==> src/rtl/core/bffe_pkg.sv <==
// ----------------------------------------------------------------------------
// bffe_pkg
// Request and status codes shared by the bitmap engine core and its checker.
// ----------------------------------------------------------------------------
package bffe_pkg;

	localparam int WORD_BITS = 32;

	localparam logic [2:0] OP_ZERO   = 3'd0;
	localparam logic [2:0] OP_FILL   = 3'd1;
	localparam logic [2:0] OP_TEST   = 3'd2;
	localparam logic [2:0] OP_SET    = 3'd3;
	localparam logic [2:0] OP_CLR    = 3'd4;
	localparam logic [2:0] OP_FIND1  = 3'd5;
	localparam logic [2:0] OP_FIND0  = 3'd6;
	localparam logic [2:0] OP_COUNT  = 3'd7;

	localparam logic [1:0] ST_OK        = 2'd0;
	localparam logic [1:0] ST_NOT_FOUND = 2'd1;
	localparam logic [1:0] ST_RANGE     = 2'd2;

endpackage

==> src/rtl/core/bitmap_find_first_engine_core.sv <==
// ----------------------------------------------------------------------------
// bitmap_find_first_engine_core
// Bitmap store with bit test/set/clear, find-first set/clear and popcount.
// ----------------------------------------------------------------------------
// A request is taken when start is high and busy is low; its result appears on
// status, bit_value, found_index and set_count for one cycle with done high, and
// must be taken then. The map lives in a 32-bit word memory with one write and
// one read port, one word read per cycle. An out-of-range indexed request answers
// without going busy; test, set and clear touch only the word holding the bit;
// zero, fill and count walk the N = ceil(size/32) words in use; a find walks the
// words from the start word up to the hit or the map end. After reset a clearing
// pass over all ceil(MAP_BITS/32) words runs with busy high; map_size writes are
// taken at any time through cfg_we/cfg_wdata but must only be done while idle.
// ----------------------------------------------------------------------------
module bitmap_find_first_engine_core #(
	parameter int MAP_BITS = 1024
) (
	input  logic        clk,
	input  logic        arst_n,
	input  logic        start,
	input  logic [2:0]  req_type,
	input  logic [9:0]  bit_index,
	output logic        busy,
	input  logic        cfg_we,
	input  logic [10:0] cfg_wdata,
	output logic        done,
	output logic [1:0]  status,
	output logic        bit_value,
	output logic [9:0]  found_index,
	output logic [10:0] set_count
);

	localparam int WORDS = (MAP_BITS + 31) / 32;
	localparam int AW    = (WORDS > 1) ? $clog2(WORDS) : 1;
	localparam int CW    = $clog2(WORDS + 1);

	localparam logic [1:0] S_CLR  = 2'd0;
	localparam logic [1:0] S_IDLE = 2'd1;
	localparam logic [1:0] S_RUN  = 2'd2;

	function automatic logic [5:0] popcnt32(input logic [31:0] x);
		logic [31:0] a, b, c, d, e;
		a = x - ((x >> 1) & 32'h5555_5555);
		b = (a & 32'h3333_3333) + ((a >> 2) & 32'h3333_3333);
		c = (b + (b >> 4)) & 32'h0F0F_0F0F;
		d = c + (c >> 8);
		e = d + (d >> 16);
		return e[5:0];
	endfunction

	// isolate lowest one, then encode its position
	function automatic logic [4:0] low_pos(input logic [31:0] x);
		logic [31:0] iso;
		logic [4:0]  p;
		iso  = x & (~x + 32'd1);
		p[0] = |(iso & 32'hAAAA_AAAA);
		p[1] = |(iso & 32'hCCCC_CCCC);
		p[2] = |(iso & 32'hF0F0_F0F0);
		p[3] = |(iso & 32'hFF00_FF00);
		p[4] = |(iso & 32'hFFFF_0000);
		return p;
	endfunction

	logic [31:0]   mem [WORDS];
	logic [31:0]   rd_data_q;

	logic [1:0]    state_q;
	logic [CW-1:0] word_q;
	logic          valid_s1;
	logic [AW-1:0] addr_s1;
	logic [10:0]   map_size_q;

	logic [10:0]   eff_q;
	logic [2:0]    op_q;
	logic [9:0]    idx_q;
	logic [AW-1:0] start_q;
	logic [CW-1:0] end_q;
	logic [10:0]   acc_q;

	logic          done_q;
	logic [1:0]    status_q;
	logic          bit_value_q;
	logic [9:0]    found_q;
	logic [10:0]   count_q;

	// request decode
	logic [10:0]   eff;
	logic [11:0]   nwords_sum;
	logic [CW-1:0] nwords;
	logic [AW-1:0] idx_word;
	logic          accept;
	logic          indexed;
	logic          bulk;
	logic          oor;

	// word processing
	logic          issue;
	logic          finish;
	logic          last;
	logic [31:0]   use_m;
	logic [31:0]   start_m;
	logic [31:0]   bit_m;
	logic [31:0]   cand;
	logic [10:0]   acc_next;
	logic [16:0]   hit_global;
	logic          we;
	logic [AW-1:0] waddr;
	logic [31:0]   wdata;

	logic [1:0]    res_status;
	logic          res_bit;
	logic [9:0]    res_found;
	logic [10:0]   res_count;

	assign busy = (state_q != S_IDLE);

	always_comb begin
		eff = ({6'd0, map_size_q} > 17'(MAP_BITS)) ? 11'(MAP_BITS) : map_size_q;
	end

	assign nwords_sum = {1'b0, eff} + 12'd31;
	assign nwords     = CW'(nwords_sum >> 5);
	assign idx_word   = AW'({7'd0, bit_index} >> 5);
	assign accept     = start && !busy;
	assign oor        = ({1'b0, bit_index} >= eff);

	always_comb begin
		indexed = req_type inside {[bffe_pkg::OP_TEST:bffe_pkg::OP_FIND0]};
		bulk    = req_type inside {bffe_pkg::OP_ZERO, bffe_pkg::OP_FILL, bffe_pkg::OP_COUNT};
	end

	// masks for the word now out of the memory
	always_comb begin
		if (17'(addr_s1) < 17'(eff_q[10:5])) begin
			use_m = '1;
		end else if (17'(addr_s1) == 17'(eff_q[10:5])) begin
			use_m = (32'd1 << eff_q[4:0]) - 32'd1;
		end else begin
			use_m = '0;
		end
		start_m = (addr_s1 == start_q) ? ~((32'd1 << idx_q[4:0]) - 32'd1) : '1;
		bit_m   = 32'd1 << idx_q[4:0];
	end

	assign last       = ((CW'(addr_s1) + CW'(1)) == end_q);
	assign cand       = ((op_q == bffe_pkg::OP_FIND1) ? rd_data_q : ~rd_data_q) & use_m & start_m;
	assign acc_next   = acc_q + 11'(popcnt32(rd_data_q & use_m));
	assign hit_global = (17'(addr_s1) << 5) | 17'(low_pos(cand));

	always_comb begin
		finish     = 1'b0;
		res_status = bffe_pkg::ST_OK;
		res_bit    = 1'b0;
		res_found  = '0;
		res_count  = '0;
		we         = 1'b0;
		waddr      = addr_s1;
		wdata      = rd_data_q;
		if (state_q == S_CLR) begin
			we    = 1'b1;
			waddr = word_q[AW-1:0];
			wdata = '0;
		end else if (state_q == S_IDLE) begin
			if (accept && indexed && oor) begin
				finish     = 1'b1;
				res_status = bffe_pkg::ST_RANGE;
			end
		end else if (valid_s1) begin
			case (op_q)
				bffe_pkg::OP_TEST: begin
					finish  = 1'b1;
					res_bit = rd_data_q[idx_q[4:0]];
				end
				bffe_pkg::OP_SET: begin
					finish = 1'b1;
					we     = 1'b1;
					wdata  = rd_data_q | bit_m;
				end
				bffe_pkg::OP_CLR: begin
					finish = 1'b1;
					we     = 1'b1;
					wdata  = rd_data_q & ~bit_m;
				end
				bffe_pkg::OP_ZERO, bffe_pkg::OP_FILL: begin
					finish = last;
					we     = 1'b1;
					wdata  = (rd_data_q & ~use_m) |
						((op_q == bffe_pkg::OP_FILL) ? use_m : 32'd0);
				end
				bffe_pkg::OP_COUNT: begin
					finish    = last;
					res_count = acc_next;
				end
				bffe_pkg::OP_FIND1, bffe_pkg::OP_FIND0: begin
					if (|cand) begin
						finish    = 1'b1;
						res_found = hit_global[9:0];
					end else if (last) begin
						finish     = 1'b1;
						res_status = bffe_pkg::ST_NOT_FOUND;
					end
				end
				default: begin
					finish = 1'b1;
				end
			endcase
		end else if (word_q >= end_q) begin
			// zero-size map: nothing to walk
			finish = 1'b1;
		end
	end

	assign issue = (state_q == S_RUN) && (word_q < end_q) && !finish;

	always_ff @(posedge clk or negedge arst_n) begin
		if (!arst_n) begin
			state_q    <= S_CLR;
			word_q     <= '0;
			valid_s1   <= 1'b0;
			done_q     <= 1'b0;
			map_size_q <= 11'd1024;
		end else begin
			done_q   <= finish;
			valid_s1 <= issue;
			if (cfg_we) begin
				map_size_q <= cfg_wdata;
			end
			case (state_q)
				S_CLR: begin
					word_q <= word_q + CW'(1);
					if (word_q == CW'(WORDS - 1)) begin
						state_q <= S_IDLE;
					end
				end
				S_IDLE: begin
					if (accept && !(indexed && oor)) begin
						state_q <= S_RUN;
						word_q  <= bulk ? '0 : CW'(idx_word);
					end
				end
				S_RUN: begin
					if (issue) begin
						word_q <= word_q + CW'(1);
					end
					if (finish) begin
						state_q <= S_IDLE;
					end
				end
				default: begin
					state_q <= S_IDLE;
				end
			endcase
		end
	end

	always_ff @(posedge clk) begin
		if (accept) begin
			eff_q   <= eff;
			op_q    <= req_type;
			idx_q   <= bit_index;
			start_q <= idx_word;
			acc_q   <= '0;
			if (bulk) begin
				end_q <= nwords;
			end else if (req_type == bffe_pkg::OP_FIND1 || req_type == bffe_pkg::OP_FIND0) begin
				end_q <= nwords;
			end else begin
				end_q <= CW'(idx_word) + CW'(1);
			end
		end else if (state_q == S_RUN && valid_s1) begin
			acc_q <= acc_next;
		end
		if (issue) begin
			addr_s1 <= word_q[AW-1:0];
		end
		if (finish) begin
			status_q    <= res_status;
			bit_value_q <= res_bit;
			found_q     <= res_found;
			count_q     <= res_count;
		end
	end

	// word memory with one write and one read port, registered read
	always_ff @(posedge clk) begin
		if (we) begin
			mem[waddr] <= wdata;
		end
		if (issue) begin
			rd_data_q <= mem[word_q[AW-1:0]];
		end
	end

	assign done        = done_q;
	assign status      = status_q;
	assign bit_value   = bit_value_q;
	assign found_index = found_q;
	assign set_count   = count_q;

endmodule

==> config.mk <==
export PLATFORM = sky130hd
export DESIGN_NAME = bitmap_find_first_engine_core
export DESIGN_NICKNAME = d
export VERILOG_FILES = /design/src/rtl/core/bffe_pkg.sv /design/src/rtl/core/bitmap_find_first_engine_core.sv
export SDC_FILE = /design/constraint.sdc
export NUM_CORES = 2
export LEC_CHECK = 0
export BUFFER_PORTS_ARGS = -buffer_cell sky130_fd_sc_hd__buf_2
export CAP_MARGIN = 20
export CORE_MARGIN = 5
export CORE_UTILIZATION = 45
export DETAILED_ROUTE_END_ITERATION = 12
export MAX_ROUTING_LAYER = met4
export PLACE_DENSITY = 0.68
export SYNTH_ARGS = -nofsm -noshare
export SYNTH_HDL_FRONTEND = slang
export SYNTH_SLANG_ARGS = --single-unit
==> constraint.sdc <==
create_clock -name clk -period 11.23 [get_ports clk]
set_input_delay 2.246 -clock clk [delete_from_list [all_inputs] [get_ports clk]]
set_output_delay 2.246 -clock clk [all_outputs]
set_load 0.005 [all_outputs]
==> impl_metrics.env <==
export IMPL_multiInputGateArea_mm2=0.0165
export IMPL_postCtsHoldBufs=0
export IMPL_cts_setup_buffers=0
export IMPL_synthDistinctLibCells=82
export IMPL_die_y_um=348
export IMPL_synthFlopType="edfxtp_1"
export IMPL_cts_buffer_depth=3
export IMPL_drc=0
export IMPL_maxCapViolCount=0
export IMPL_hold_class="reg2reg"
export IMPL_rrSetupSlack_ns=1.57
export IMPL_min_to="acc_q[5]"
export IMPL_worstSetupStartpoint="eff_q[2]"
export IMPL_ff2ff_path_depth=36
export IMPL_synth_top_area_cell="edfxtp_1"
export IMPL_portBuffers=53
export IMPL_grt_pass1_vias=28515
export IMPL_drt_first_pass_iters=6
export IMPL_postCtsResizedCells=0
export IMPL_clkSinkCount=1147
export IMPL_syn_avg_cell_area_um2=17.1
export IMPL_critPathKind="reg2reg"
export IMPL_routed_wl_mm=138
export IMPL_clk_pin_slew_worst_paths_ns=0.08
export IMPL_slew_viol_final=0
export IMPL_nFillCells=8962
export IMPL_yosysMostFrequentCell="edfxtp_1"
export IMPL_setup_viol=0
export IMPL_whs_path_depth=2
export IMPL_drt_iter0_drc=3112
export IMPL_grt_overflow_total=0
export IMPL_seq_area_mm2=0.0342
export IMPL_path_common_cell="o21ai_0"
export IMPL_vias=29024
export IMPL_post_dp_hpwl_mm=81.4
export IMPL_fin_crit_sh_pct=86.1
export IMPL_timing_rr_end="set_count[9]"
export IMPL_cts_buffers_inserted=112
export IMPL_ios=54
export IMPL_syn2layout_area_growth_pct=12.3
export IMPL_syn_area_mm2=0.0513
export IMPL_seq_area_frac_synth_pct=66.7
export IMPL_tritoncts="done"
export IMPL_fin_crit_ns=9.66
export IMPL_cp_data_required_time_ns=11.68
export IMPL_std_cell_rows=123
export IMPL_hold_viol=0
export IMPL_start_util_pct=45.5
export IMPL_insertion_delay_ns=0.73
export IMPL_die_area_mm2=0.121
export IMPL_ant_nets=0
export IMPL_timing_final_ws_setup_ns=1.57
export IMPL_fin_skew_ns=0.0420
export IMPL_synth_edff_count=1115
export IMPL_worst_pin_slew_ns=1.14
export IMPL_core_mm2=0.113
export IMPL_clockRootBuffer="clkbuf_16"
export IMPL_setup_tns_ns=0
export IMPL_place_gp_congestion=1.01
export IMPL_synth_top_cells_by_count="1115 x edfxtp_1, 330 x mux4_2, 169 x nor2_1, 143 x nand2_1, 141 x o21ai_0"
export IMPL_nNetsFinal=3267
export IMPL_synth_seq_cells=1147
export IMPL_cpMaxStageDelayCell="edfxtp_1"
export IMPL_fmax_mhz=103
export IMPL_worstSetupEndpointType="flop"
export IMPL_htreeDepth=3
export IMPL_slowest_delay_ns=0.78
export IMPL_grt_max_degree=132
export IMPL_synthesis_nets=3162
export IMPL_grt_antenna_before_repair=2
export IMPL_wl_per_cell_um=29.3
export IMPL_r2r_start="eff_q[2]"
export IMPL_die_x_um=348
export IMPL_ys_warn_count=0
export IMPL_syn_inst=3006
export IMPL_synth_area_leaders="edfxtp_1 65%, mux4_2 14%, ha_1 2.7%"
export IMPL_crit_fanout=21
export IMPL_viasPerCell=6.18
export IMPL_synth_top_area_share_pct=65.2
export IMPL_status="completed"
export IMPL_worstPathArrival_ns=10.12
export IMPL_layout_drive_gt1_share_pct=24.1
export IMPL_cp_start_kind="flop"
export IMPL_grt_pass1_wl_mm=200
export IMPL_hold_start="acc_q[5]"
export IMPL_slew_headroom_pct=23.5
export IMPL_postSynth_asyncResetShare_pct=1.83
export IMPL_pre_cts_ws_ns=1.73
export IMPL_rsz0062_at_grt="false"
export IMPL_grt_usage_pct=23.3
-- per-stage QoR --
step                      hold slack [ns]  utilization [%]  cells  cell area [µm²]
after floorplan                     0.441                -   3006            51300
after global placement              0.450             47.7   4486            53900
after detailed placement            0.455             47.7   4486            53900
after CTS                           0.463             50.9   4688            57500
after global routing                0.500             51.1   4700            57600
final                               0.460             51.1   4700            57600
-- logic make-up (layout without fill, tap and decap cells) --
family	after synthesis	count (layout)	synth area share, %
buf+inv	239	432	1.78
simple gates	531	531	5.00
fa+ha+maj	128	128	3.35
flops	1147	1147	66.7
xor+xnor	100	100	1.71
other cells	0	1	0
compound gates	479	479	5.85
mux	382	382	15.6
-- area by class of cell --
| type | count | share of cell area, % |
|---|---|---|
| repair buffers | 152 | 1.90 |
| flip-flops and latches | 1147 | 59.4 |
| clock buffers | 140 | 5.16 |
| well taps | 1500 | 3.26 |
| inverters | 78 | 0.517 |
| clock inverters | 62 | 1.08 |
| multi-input cells | 1620 | 28.6 |
| diodes | 1 | 0.00434 |
-- state kept, by name, summed over array words and instances, names as in the netlist --
signal / cells
mem: 1024
rd_data_q: 32
acc_q: 11
eff_q: 11
map_size_q: 11
set_count: 11
found_index: 10
end_q: 6
word_q: 6
addr_s1: 5
idx_q: 5
start_q: 5
op_q: 3
state_q: 2
status: 2
bit_value: 1
done: 1
valid_s1: 1
-- worst max-delay path by stage --
stage | cells past startpoint | to | slack [ns]
detailed placement | 36 | set_count[9] | 1.73
CTS | 36 | set_count[9] | 1.65
floorplan | 39 | acc_q[10] | 2.96
finish | 36 | set_count[9] | 1.57
global placement | 36 | set_count[9] | 1.77
global route | 39 | set_count[9] | 0.87
-- cell usage in the layout, fill, tap and decap left out, drive strengths merged, types with 11 or more instances in the layout --
cell type / netlist / final
nor3: 25 / 25
inv: 76 / 80
or2: 17 / 17
clkbuf: 129 / 140
o21a: 14 / 14
nand2: 143 / 143
xnor2: 46 / 46
and3: 11 / 11
a22oi: 18 / 18
o211ai: 26 / 26
edfxtp: 1115 / 1115
mux4: 330 / 330
nand2b: 30 / 30
a21boi: 11 / 11
fa: 16 / 16
a31oi: 18 / 18
o21ai: 144 / 144
clkinv: 2 / 48
ha: 112 / 112
buf: 32 / 152
a21o: 33 / 33
o22ai: 17 / 17
a21oi: 116 / 116
nand3: 34 / 34
xor2: 54 / 54
nor4: 11 / 11
and2: 21 / 21
dfxtp: 11 / 11
dfrtp: 20 / 20
nor2: 169 / 169
mux2: 45 / 45
nor2b: 19 / 19
nand4: 12 / 12
-- worst max-delay path, delay by kind of cell, from the launching register on --
family          cells  cell delay (ns)
compound gates     15             2.73
xor+xnor            3             0.39
fa+ha+maj           8             3.34
flops               1             0.78
simple gates       10             2.14
-- layer usage --
layer  wire length (µm)  global-route usage, %  up-vias
li1                   -                      -    12257
met1              57000                   32.6    15134
met2              64000                   35.2     1391
met3              12000                   3.79      242
met4               4870                   7.85        0
met5                  0                      -        -
Power is not shown: default switching activity piles up to over one toggle a cycle in this logic, so the estimate is an artifact.
